--- config.mk ---
export PLATFORM = sky130hd
export DESIGN_NAME = scan_jump_segment_centers
export DESIGN_NICKNAME = d
export VERILOG_FILES = /design/src/rtl/sjsc_pkg.sv /design/src/rtl/scan_jump_segment_centers.sv
export SDC_FILE = /design/constraint.sdc
export NUM_CORES = 2
export LEC_CHECK = 0
export ABC_AREA = 1
export BUFFER_PORTS_ARGS = -buffer_cell sky130_fd_sc_hd__buf_2
export CAP_MARGIN = 20
export CORE_MARGIN = 4
export CORE_UTILIZATION = 41
export DETAILED_ROUTE_END_ITERATION = 10
export GPL_TIMING_DRIVEN = 0
export HOLD_SLACK_MARGIN = 0.02
export SLEW_MARGIN = 40
export SYNTH_ARGS = -nofsm -noshare
export SYNTH_HDL_FRONTEND = slang
export SYNTH_SLANG_ARGS = --single-unit
--- constraint.sdc ---
create_clock -name i_clk -period 11.95 [get_ports i_clk]
set_input_delay 1.195 -clock i_clk [delete_from_list [all_inputs] [get_ports i_clk]]
set_output_delay 1.195 -clock i_clk [all_outputs]
set_load 0.005 [all_outputs]
--- src/rtl/sjsc_pkg.sv ---
// Package with constants and types for the scan jump segment centers block.
`timescale 1ns / 1ps
`default_nettype none

package sjsc_pkg;

    localparam int COORD_BITS_DEF = 16;
    localparam int CFG_W          = 16;
    localparam int CFG_IDX_W      = 2;
    localparam int DZ_W           = 15;

    localparam logic [CFG_IDX_W-1:0] CFG_JUMP  = 2'd0;
    localparam logic [CFG_IDX_W-1:0] CFG_WMIN  = 2'd1;
    localparam logic [CFG_IDX_W-1:0] CFG_WMAX  = 2'd2;
    localparam logic [CFG_IDX_W-1:0] CFG_DZONE = 2'd3;

    localparam int unsigned JUMP_RST = 400;
    localparam int unsigned WMIN_RST = 10;
    localparam int unsigned WMAX_RST = 100;
    localparam int unsigned DZ_RST   = 100;

    localparam logic [2*CFG_W-1:0] JUMP2_RST = 32'(JUMP_RST * JUMP_RST);
    localparam logic [2*CFG_W-1:0] WMIN2_RST = 32'(WMIN_RST * WMIN_RST);
    localparam logic [2*CFG_W-1:0] WMAX2_RST = 32'(WMAX_RST * WMAX_RST);
    localparam logic [DZ_W-1:0]    DZ_RST_V  = 15'(DZ_RST);

    // Squared distance; big marks a coordinate difference at or above 2**16.
    typedef struct packed {
        logic                big;
        logic [2*CFG_W:0]    sum;
    } t_dist2;

endpackage

`default_nettype wire

--- src/rtl/scan_jump_segment_centers.sv ---
// Top level of the scan jump segment centers block.
//
// Usage:
//   s_axis carries scan points: tdata = {point_y, point_x} (x in low bits),
//   tlast = scan_end. m_axis carries segment centers: tdata = {center_y,
//   center_x}. Thresholds are written through i_cfg_we/i_cfg_idx/i_cfg_wdata
//   while no transaction is in flight; they take effect on the next point.
//   An accepted point is held in the input register; its center, if any,
//   moves on into the output register that drives m_axis_tvalid.
//   Throughput: one point per cycle while m_axis is not stalled; the input
//   register, squared-distance compare logic and output register overlap.
//   Reset (synchronous, active low) empties both registers, clears the
//   segment state and restores the default thresholds.
//   When the receiver stalls, the held center stays on m_axis; one more
//   point waits in the input register, then s_axis_tready drops until the
//   center is taken.
`timescale 1ns / 1ps
`default_nettype none

module scan_jump_segment_centers
    import sjsc_pkg::*;
#(
    parameter int COORD_BITS = COORD_BITS_DEF
) (
    input  wire logic                                     i_clk,
    input  wire logic                                     i_rst_n,
    input  wire logic                                     s_axis_tvalid,
    output logic                                          s_axis_tready,
    // tdata: point_x, point_y
    input  wire logic [((2*COORD_BITS+7)/8)*8-1:0]        s_axis_tdata,
    input  wire logic                                     s_axis_tlast,
    output logic                                          m_axis_tvalid,
    input  wire logic                                     m_axis_tready,
    // tdata: center_x, center_y
    output logic [((2*COORD_BITS+7)/8)*8-1:0]             m_axis_tdata,
    input  wire logic                                     i_cfg_we,
    input  wire logic [CFG_IDX_W-1:0]                     i_cfg_idx,
    input  wire logic [CFG_W-1:0]                         i_cfg_wdata
);

    localparam int CB = COORD_BITS;
    localparam int TW = ((2*CB+7)/8)*8;
    localparam int MW = CB + 1;
    localparam int EW = (MW > 17) ? MW : 17;
    localparam int SW = 2*CFG_W;

    function automatic logic [EW-1:0] f_absdiff(input logic signed [CB-1:0] a,
                                                input logic signed [CB-1:0] b);
        logic signed [MW-1:0] d;
        logic        [MW-1:0] m;
        d = MW'(a) - MW'(b);
        m = d[MW-1] ? $unsigned(-d) : $unsigned(d);
        return EW'(m);
    endfunction

    function automatic t_dist2 f_dist2(input logic signed [CB-1:0] ax,
                                       input logic signed [CB-1:0] ay,
                                       input logic signed [CB-1:0] bx,
                                       input logic signed [CB-1:0] by);
        logic [EW-1:0] mx;
        logic [EW-1:0] my;
        logic [SW-1:0] sqx;
        logic [SW-1:0] sqy;
        t_dist2        r;
        mx    = f_absdiff(ax, bx);
        my    = f_absdiff(ay, by);
        sqx   = SW'(mx[15:0]) * SW'(mx[15:0]);
        sqy   = SW'(my[15:0]) * SW'(my[15:0]);
        r.big = (|mx[EW-1:16]) | (|my[EW-1:16]);
        r.sum = {1'b0, sqx} + {1'b0, sqy};
        return r;
    endfunction

    // configuration, distance thresholds kept squared, dead zone kept as written
    logic [SW-1:0]   r_jump2;
    logic [SW-1:0]   r_wmin2;
    logic [SW-1:0]   r_wmax2;
    logic [DZ_W-1:0] r_dz;
    logic [SW-1:0]   cfg_sq;

    assign cfg_sq = SW'(i_cfg_wdata) * SW'(i_cfg_wdata);

    always_ff @(posedge i_clk) begin
        if (!i_rst_n) begin
            r_jump2 <= JUMP2_RST;
            r_wmin2 <= WMIN2_RST;
            r_wmax2 <= WMAX2_RST;
            r_dz    <= DZ_RST_V;
        end else if (i_cfg_we) begin
            case (i_cfg_idx)
                CFG_JUMP:  r_jump2 <= cfg_sq;
                CFG_WMIN:  r_wmin2 <= cfg_sq;
                CFG_WMAX:  r_wmax2 <= cfg_sq;
                CFG_DZONE: r_dz    <= i_cfg_wdata[DZ_W-1:0];
                default: begin
                end
            endcase
        end
    end

    // input register
    logic                 r_in_valid;
    logic signed [CB-1:0] r_in_x;
    logic signed [CB-1:0] r_in_y;
    logic                 r_in_last;
    logic                 fire;
    logic                 in_acc;

    assign fire          = r_in_valid & (~m_axis_tvalid | m_axis_tready);
    assign s_axis_tready = ~r_in_valid | fire;
    assign in_acc        = s_axis_tvalid & s_axis_tready;

    always_ff @(posedge i_clk) begin
        if (!i_rst_n) begin
            r_in_valid <= 1'b0;
        end else if (in_acc) begin
            r_in_valid <= 1'b1;
        end else if (fire) begin
            r_in_valid <= 1'b0;
        end
    end

    always_ff @(posedge i_clk) begin
        if (in_acc) begin
            r_in_x    <= s_axis_tdata[CB-1:0];
            r_in_y    <= s_axis_tdata[2*CB-1:CB];
            r_in_last <= s_axis_tlast;
        end
    end

    // segment state
    logic                 r_seen;
    logic signed [CB-1:0] r_prev_x;
    logic signed [CB-1:0] r_prev_y;
    logic signed [CB-1:0] r_start_x;
    logic signed [CB-1:0] r_start_y;
    logic                 n_seen;
    logic signed [CB-1:0] n_prev_x;
    logic signed [CB-1:0] n_prev_y;
    logic signed [CB-1:0] n_start_x;
    logic signed [CB-1:0] n_start_y;

    logic [EW-1:0]        mag_x;
    logic [EW-1:0]        mag_y;
    logic [EW-1:0]        dz_ext;
    logic                 keep;
    t_dist2               jump_d;
    t_dist2               ext_d;
    logic                 jump_hit;
    logic                 width_ok;
    logic                 emit;
    logic signed [CB:0]   sum_x;
    logic signed [CB:0]   sum_y;

    assign mag_x    = f_absdiff(r_in_x, '0);
    assign mag_y    = f_absdiff(r_in_y, '0);
    assign dz_ext   = EW'(r_dz);
    assign keep     = ~((mag_x < dz_ext) & (mag_y < dz_ext));
    assign jump_d   = f_dist2(r_in_x, r_in_y, r_prev_x, r_prev_y);
    assign ext_d    = f_dist2(r_prev_x, r_prev_y, r_start_x, r_start_y);
    assign jump_hit = jump_d.big | (jump_d.sum > {1'b0, r_jump2});
    assign width_ok = (ext_d.big | (ext_d.sum > {1'b0, r_wmin2}))
                    & ~ext_d.big & (ext_d.sum < {1'b0, r_wmax2});
    assign emit     = keep & r_seen & jump_hit & width_ok;
    assign sum_x    = (CB+1)'(r_prev_x) + (CB+1)'(r_start_x);
    assign sum_y    = (CB+1)'(r_prev_y) + (CB+1)'(r_start_y);

    always_comb begin
        n_seen    = r_seen;
        n_prev_x  = r_prev_x;
        n_prev_y  = r_prev_y;
        n_start_x = r_start_x;
        n_start_y = r_start_y;
        if (keep) begin
            if (!r_seen || jump_hit) begin
                n_start_x = r_in_x;
                n_start_y = r_in_y;
            end
            n_seen   = 1'b1;
            n_prev_x = r_in_x;
            n_prev_y = r_in_y;
        end
        if (r_in_last) begin
            n_seen    = 1'b0;
            n_prev_x  = '0;
            n_prev_y  = '0;
            n_start_x = '0;
            n_start_y = '0;
        end
    end

    always_ff @(posedge i_clk) begin
        if (!i_rst_n) begin
            r_seen    <= 1'b0;
            r_prev_x  <= '0;
            r_prev_y  <= '0;
            r_start_x <= '0;
            r_start_y <= '0;
        end else if (fire) begin
            r_seen    <= n_seen;
            r_prev_x  <= n_prev_x;
            r_prev_y  <= n_prev_y;
            r_start_x <= n_start_x;
            r_start_y <= n_start_y;
        end
    end

    // output register
    logic                 r_out_valid;
    logic signed [CB-1:0] r_cx;
    logic signed [CB-1:0] r_cy;

    always_ff @(posedge i_clk) begin
        if (!i_rst_n) begin
            r_out_valid <= 1'b0;
        end else if (fire) begin
            r_out_valid <= emit;
        end else if (m_axis_tready) begin
            r_out_valid <= 1'b0;
        end
    end

    always_ff @(posedge i_clk) begin
        if (fire && emit) begin
            r_cx <= sum_x[CB:1];
            r_cy <= sum_y[CB:1];
        end
    end

    assign m_axis_tvalid = r_out_valid;
    assign m_axis_tdata  = TW'({r_cy, r_cx});

endmodule

`default_nettype wire

* After elaboration in Yosys (flattened, before gate mapping)
Index checks and enable logic that the tools add are counted.
Storage, ports and cells: register bits after elaboration 243, latch bits 0, RAM bits 0, bits in read-only memories 0, bits of input ports 56, output and inout port bits 34, logic and storage cells 97, memories kept 0
Cells by class: $add $sub $neg 14, $mul 5, div/mod/pow operators 0, magnitude comparators 5, equal/unequal tests 4, shift-type cells 0, mux-type cells 22, bitwise logic cells 18, reductions and logical operators 13
Operators with widths (count):
- $mul A16 B16 Y32 | 5
- $mux W16 | 10
- $mux W17 | 6
- $neg A17 Y17 | 4
- $sub A16 B16 Y17 | 4
- $add A32 B32 Y33 | 2
- $gt A33 B32 Y1 | 2
- $add A16 B16 Y17 | 2
- $lt A17 B15 Y1 | 2
- $neg A16 Y17 | 2
- $lt A33 B32 Y1 | 1
- $reduce_and A2 Y1 | 5
- $and A1 B1 Y1 | 8
- $mux W1 | 6
- $or A1 B1 Y1 | 6
- $reduce_bool A2 Y1 | 3
- $eq A2 B2 Y1 const B | 2
- $not A1 Y1 | 4
- $reduce_and A3 Y1 | 1
- $eq A2 B1 Y1 const B | 1
- $logic_not A2 Y1 | 1
- $ne A2 B2 Y1 const B | 1
- $logic_and A1 B1 Y1 | 1
- $logic_not A1 Y1 | 1
- $logic_or A1 B1 Y1 | 1

* Depth between registers and ports, before layout
depth after elaboration 11, gate-level depth with buffers 74, depth with buffers taken out 72

* Worst setup path before layout
Ideal clock, no wire load.
path kind register to register, start point register r_in_x[0], end point register r_cx[0], enable pin, setup time 0.387 ns, arrival time 10.840 ns, required time 11.563 ns, path slack 0.723 ns, stages on the path, launching flop included 69, buffers on the path 2, period minus slack after synthesis 11.227 ns, path through edfxtp_1 inv_1 ha_1 inv_1 fa_1 nand3_1 nand3_1 nand2_1 nand2_1 nand3_1 o2111ai_1 or2_1 nand2_2 inv_2 buf_2 nand2_1 xor2_1 buf_2 (+33 left out) nand2_1 inv_1 nand3_1 nor3_1 nand2_1 nand3_1 nand2_1 nand2_1 nand2_1 nand2_1 nand2_1 nand2_1 nand2_1 nand2_1 nor2_1 nand3_1 nand3_1 inv_1
On the way: longest elaborated chain between the ends 10, elaborated cells between the ends (all ways) 17, those cells by class add/sub (4); mul (1); order compare (2); mux (2); bitwise (7); reduce/logical (1)
Ends and longest elaborated chain:
- from (decl) | line scan_jump_segment_centers.sv:103 | logic signed [CB-1:0] r_in_x;
- from (signal assigned) | line scan_jump_segment_centers.sv:125 | r_in_x <= s_axis_tdata[CB-1:0];
- $sub A16 B16 Y17 | line scan_jump_segment_centers.sv:51 | d = MW'(a) - MW'(b);
- $neg A17 Y17 | line scan_jump_segment_centers.sv:52 | m = d[MW-1] ? $unsigned(-d) : $unsigned(d);
- $mux W17 | line scan_jump_segment_centers.sv:52
- $mul A16 B16 Y32 | line scan_jump_segment_centers.sv:67 | sqx = SW'(mx[15:0]) * SW'(mx[15:0]);
- $add A32 B32 Y33 | line scan_jump_segment_centers.sv:70 | r.sum = {1'b0, sqx} + {1'b0, sqy};
- $gt A33 B32 Y1 | line scan_jump_segment_centers.sv:161 | assign jump_hit = jump_d.big | (jump_d.sum > {1'b0, r_jump2});
- $or A1 B1 Y1 | line scan_jump_segment_centers.sv:161
- $and A1 B1 Y1 * (2 in series) | line scan_jump_segment_centers.sv:164 | assign emit = keep & r_seen & jump_hit & width_ok;
- $logic_and A1 B1 Y1 * | line scan_jump_segment_centers.sv:224 | if (fire && emit) begin
- to (signal assigned) | line scan_jump_segment_centers.sv:225 | r_cx <= sum_x[CB:1];
- to (decl) | line scan_jump_segment_centers.sv:210 | logic signed [CB-1:0] r_cx;
Every way passes the cells marked *; elsewhere a longest branch is shown, timed or not. A chain may end at the register's enable or synchronous reset.

* Final worst setup path
start point register r_prev_y[0], end point register r_cx[13], enable pin
On the way: longest elaborated chain between the ends 11, elaborated cells between the ends (all ways) 23, those cells by class add/sub (6); mul (2); order compare (3); mux (2); bitwise (9); reduce/logical (1)
Ends and longest elaborated chain:
- from (decl) | line scan_jump_segment_centers.sv:134 | logic signed [CB-1:0] r_prev_y;
- from (signal assigned) | line scan_jump_segment_centers.sv:202 | r_prev_y <= n_prev_y;
- $sub A16 B16 Y17 | line scan_jump_segment_centers.sv:51
- $neg A17 Y17 | line scan_jump_segment_centers.sv:52
- $mux W17 | line scan_jump_segment_centers.sv:52
- $mul A16 B16 Y32 | line scan_jump_segment_centers.sv:68 | sqy = SW'(my[15:0]) * SW'(my[15:0]);
- $add A32 B32 Y33 | line scan_jump_segment_centers.sv:70
- $gt A33 B32 Y1 | line scan_jump_segment_centers.sv:162 | assign width_ok = (ext_d.big | (ext_d.sum > {1'b0, r_wmin2}))
- $or A1 B1 Y1 | line scan_jump_segment_centers.sv:162
- $and A1 B1 Y1 (2 in series) | line scan_jump_segment_centers.sv:163 | & ~ext_d.big & (ext_d.sum < {1'b0, r_wmax2});
- $and A1 B1 Y1 * | line scan_jump_segment_centers.sv:164
- $logic_and A1 B1 Y1 * | line scan_jump_segment_centers.sv:224
Marks and branches as above.

==> impl_metrics.csv <==
group,metric,value,unit
drt,dr.pass1.iters,5,
setup_path,slowest_delay,0.60,ns
hold_path,worstHoldStart,"r_jump2[3]$_SDFFE_PN0P_",
floorplanning,die-area,140100,µm²
yosys,netlist_top_cells_area,"fa_1 34%, ha_1 16%, inv_1 13%, dfxtp_1 6.4%, nand2_1 5.9%",
setup_path,worstSetupPathType,"flip-flop to flip-flop",
clocking,clk_latency,0.60,ns
yosys,synth_flop_cell,"dfxtp_1",
setup_path,ff2ff_path_depth,58,
floorplanning,die_w,374.4,µm
timing,fin_crit,11.49,ns
timing,finalClockSkew,0.04270,ns
floorplanning,num_rows,134,
timing,setup_viol,0,
run_status,status,"finished clean",
setup_path,r2r_end,"r_cx[13]$_DFFE_PP_",
layout,final_nets,8697,
drt,drt_iter0_drc,2671,
setup_path,r2r-start,"r_prev_y[0]$_SDFFE_PN0P_",
clocking,ctsHoldBuffers,0,
clocking,cts_tree,"done",
drt,wirelength,155700,µm
drt,ant_nets,0,
yosys,synthesis.nets,8517,
yosys,syn_area_per_cell,8.076,µm²
clocking,cts_htree_levels,1,
global_route,grt_overflow,0,
global_route,globalRouteTotalUtil,0.2228,
floorplanning,die_y,374.4,µm
place,gp_congestion,0.9452,
yosys,async_flop_share,0,
layout,fillers,13460,
hold_path,holdPathStages,2,
timing,fmax,87.03,MHz
yosys,post-synth-top-count-cell,"inv_1",
place,placed_area,57710,µm²
layout,multi_input_area,42380,µm²
setup_path,cp-end-kind,"flip-flop",
timing,holdWs,0.4752,ns
drt,via_per_inst,4.925,
clocking,path_clk_slew,0.06,ns
layout,area_delta_synth_final,9.804,%
layout,design_area,60430,µm²
timing,post-route-period-util,0.9615,
floorplanning,io_pins,90,
clocking,cts_inserted_buffers,30,
layout,drive_gt1_frac,0.07055,
timing,worstMarginPinSlew,0.8810,ns
yosys,ys_ff_latch,240,
layout,seq_area,5458,µm²
setup_path,cp.required,12.25,ns
yosys,yosysWarnings,0,
place,hpwlAfterDp,135700,µm
hold_path,worstHoldEndpoint,"r_jump2[3]$_SDFFE_PN0P_",
global_route,grt_pass1_vias,45250,
setup_path,cpMostUsedCell,"nand2_1",
clocking,ctsLongestPathBuffers,3,
global_route,grt_max_degree,34,
yosys,syn_area,55030,µm²
global_route,grt_pass1_wl,248400,µm
yosys,synth_cell_types,64,
global_route,antenna_found_initial,6,
drt,routedWlPerCell,17.72,µm
clocking,clock-root-buffer,"clkbuf_16",
hold_path,hold_class,"flip-flop to flip-flop",
timing,final_hold_viol_count,0,
yosys,ys_seq_area_frac,0.09913,
floorplanning,initial_core_util,0.4123,
yosys,yosys.area.top_type,"fa_1",
yosys,synth_cells,6814,
setup_path,ff2ff_setup_slack,0.46,ns
yosys,synth_top_cell_area_share,0.3449,
floorplanning,core,133500,µm²
drt,vias,43270,
job,cap_violations,0,
setup_path,worstPathArrival,11.79,ns
yosys,synth-edff-count,65,
setup_path,crit_start,"r_prev_y[0]$_SDFFE_PN0P_",
setup_path,cp_top_family,"adder cells",
drt,drcViolationCount,0,
setup_path,slowest_stage,"fa_1",
setup_path,cp_num_buf_inv,14,
place,portBuffers,78,
setup_path,worstSetupStartpointType,"flip-flop",
clocking,clock-sinks,240,
setup_path,crit_fanout,16,
timing,max_slew_margin,0.4107,
yosys,synth_common_cells,"1,943 x inv_1, 948 x fa_1, 863 x nand2_1",
timing,drv_slew,0,
[cell type report]
type                            instances  share of cell area
Tap cell                             1768             0.03661
Clock buffer                           42             0.01454
Inverter                             1965              0.1229
Multi-Input combinational cell       4441              0.7013
Buffer                                167             0.01522
Timing Repair inverter                  1           0.0001864
Antenna cell                            2          0.00008283
Timing Repair Buffer                  148             0.01654
Clock inverter                         12            0.002257
Sequential cell                       240             0.09032
[worst max path at each step]
| stage | to | slack, ns | cells after the start |
|---|---|---|---|
| after floorplan | r_cx[0]$_DFFE_PP_ | 0.72 | 68 |
| after global placement | r_cx[13]$_DFFE_PP_ | -2.04 | 53 |
| after detailed placement | r_cx[13]$_DFFE_PP_ | -1.36 | 59 |
| after CTS | r_cy[6]$_DFFE_PP_ | 0.01 | 62 |
| after global routing | r_cx[11]$_DFFE_PP_ | -0.10 | 56 |
| final | r_cx[13]$_DFFE_PP_ | 0.46 | 58 |
[kinds of logic (layout without fill, tap and decap cells)]
| family | count (synthesis) | in the layout | synth area share |
|---|---|---|---|
| buffers and inverters | 2134 | 2335 | 0.1479 |
| XOR/XNOR | 228 | 229 | 0.03752 |
| flip-flops | 240 | 240 | 0.09913 |
| adder cells (fa/ha/maj) | 1647 | 1647 | 0.5038 |
| AND/OR/NAND/NOR | 1891 | 1891 | 0.1411 |
| AO/OA/AOI/OAI | 674 | 674 | 0.07048 |
| other | 0 | 2 | 0 |
[sequential cells by signal (all words and copies together), names as in the netlist]
| register | cells |
|---|---|
| m_axis_tvalid | 1 |
| r_prev_x | 16 |
| r_cx | 16 |
| r_in_x | 16 |
| r_wmax2 | 31 |
| r_jump2 | 31 |
| r_in_last | 1 |
| r_dz | 15 |
| r_in_y | 16 |
| r_prev_y | 16 |
| r_wmin2 | 31 |
| r_seen | 1 |
| r_in_valid | 1 |
| r_start_y | 16 |
| r_start_x | 16 |
| r_cy | 16 |
[placed cells by master (no fill, tap or decap), drive strengths merged, types with 12 or more instances in the layout]
| cell type | instances |
|---|---|
| a211oi | 36 |
| nor4 | 15 |
| ha | 699 |
| nor3 | 66 |
| clkbuf | 150 |
| or2 | 24 |
| clkinv | 12 |
| a21o | 12 |
| nand2 | 875 |
| inv | 1958 |
| xnor2 | 61 |
| buf | 207 |
| o21bai | 25 |
| fa | 948 |
| dfxtp | 175 |
| nand4 | 42 |
| o21ai | 177 |
| nor2 | 667 |
| a21oi | 316 |
| xor2 | 168 |
| edfxtp | 65 |
| o211ai | 51 |
| nand3 | 184 |
[stage by stage]
stage          utilization  cells  worst slack, ns  TNS [ns]
2_1_floorplan            -   6814           0.7233         0
3_3_place_gp        0.4318   8660           -2.042    -98.25
3_5_place_dp        0.4324   8661           -1.363    -73.36
4_1_cts             0.4441   8732          0.01037         0
5_1_grt             0.4527   8785          -0.1010    -3.805
6_report            0.4528   8786           0.4597         0
[metal layers]
metal | track usage | share of wire | vias to the layer above
li1 | - | - | 20740
met1 | 0.3052 | 0.45 | 21270
met4 | 0.05805 | 0.031 | 8
met3 | 0.02463 | 0.049 | 211
met5 | 0 | 0.00035 | -
met2 | 0.3761 | 0.47 | 1037
[repair_timing]
item,CTS,global route
setup buffers,17,50
cloned,1,2
endpoints found under the setup margin,65,65
resized for setup,85,188
pin swaps,5,35
[worst reg2reg max path, delay by kind of cell, from the launching register on]
kind                     cells  cell delay [ns]
adder cells (fa/ha/maj)     12             5.26
AND/OR/NAND/NOR             23             2.33
buffers and inverters       14             1.73
AO/OA/AOI/OAI                6             0.86
XOR/XNOR                     3             0.65
flip-flops                   1             0.37
Power is left out: the tool's default activity adds up to more than one toggle a clock period on the data nets, which glitch-free logic cannot reach.
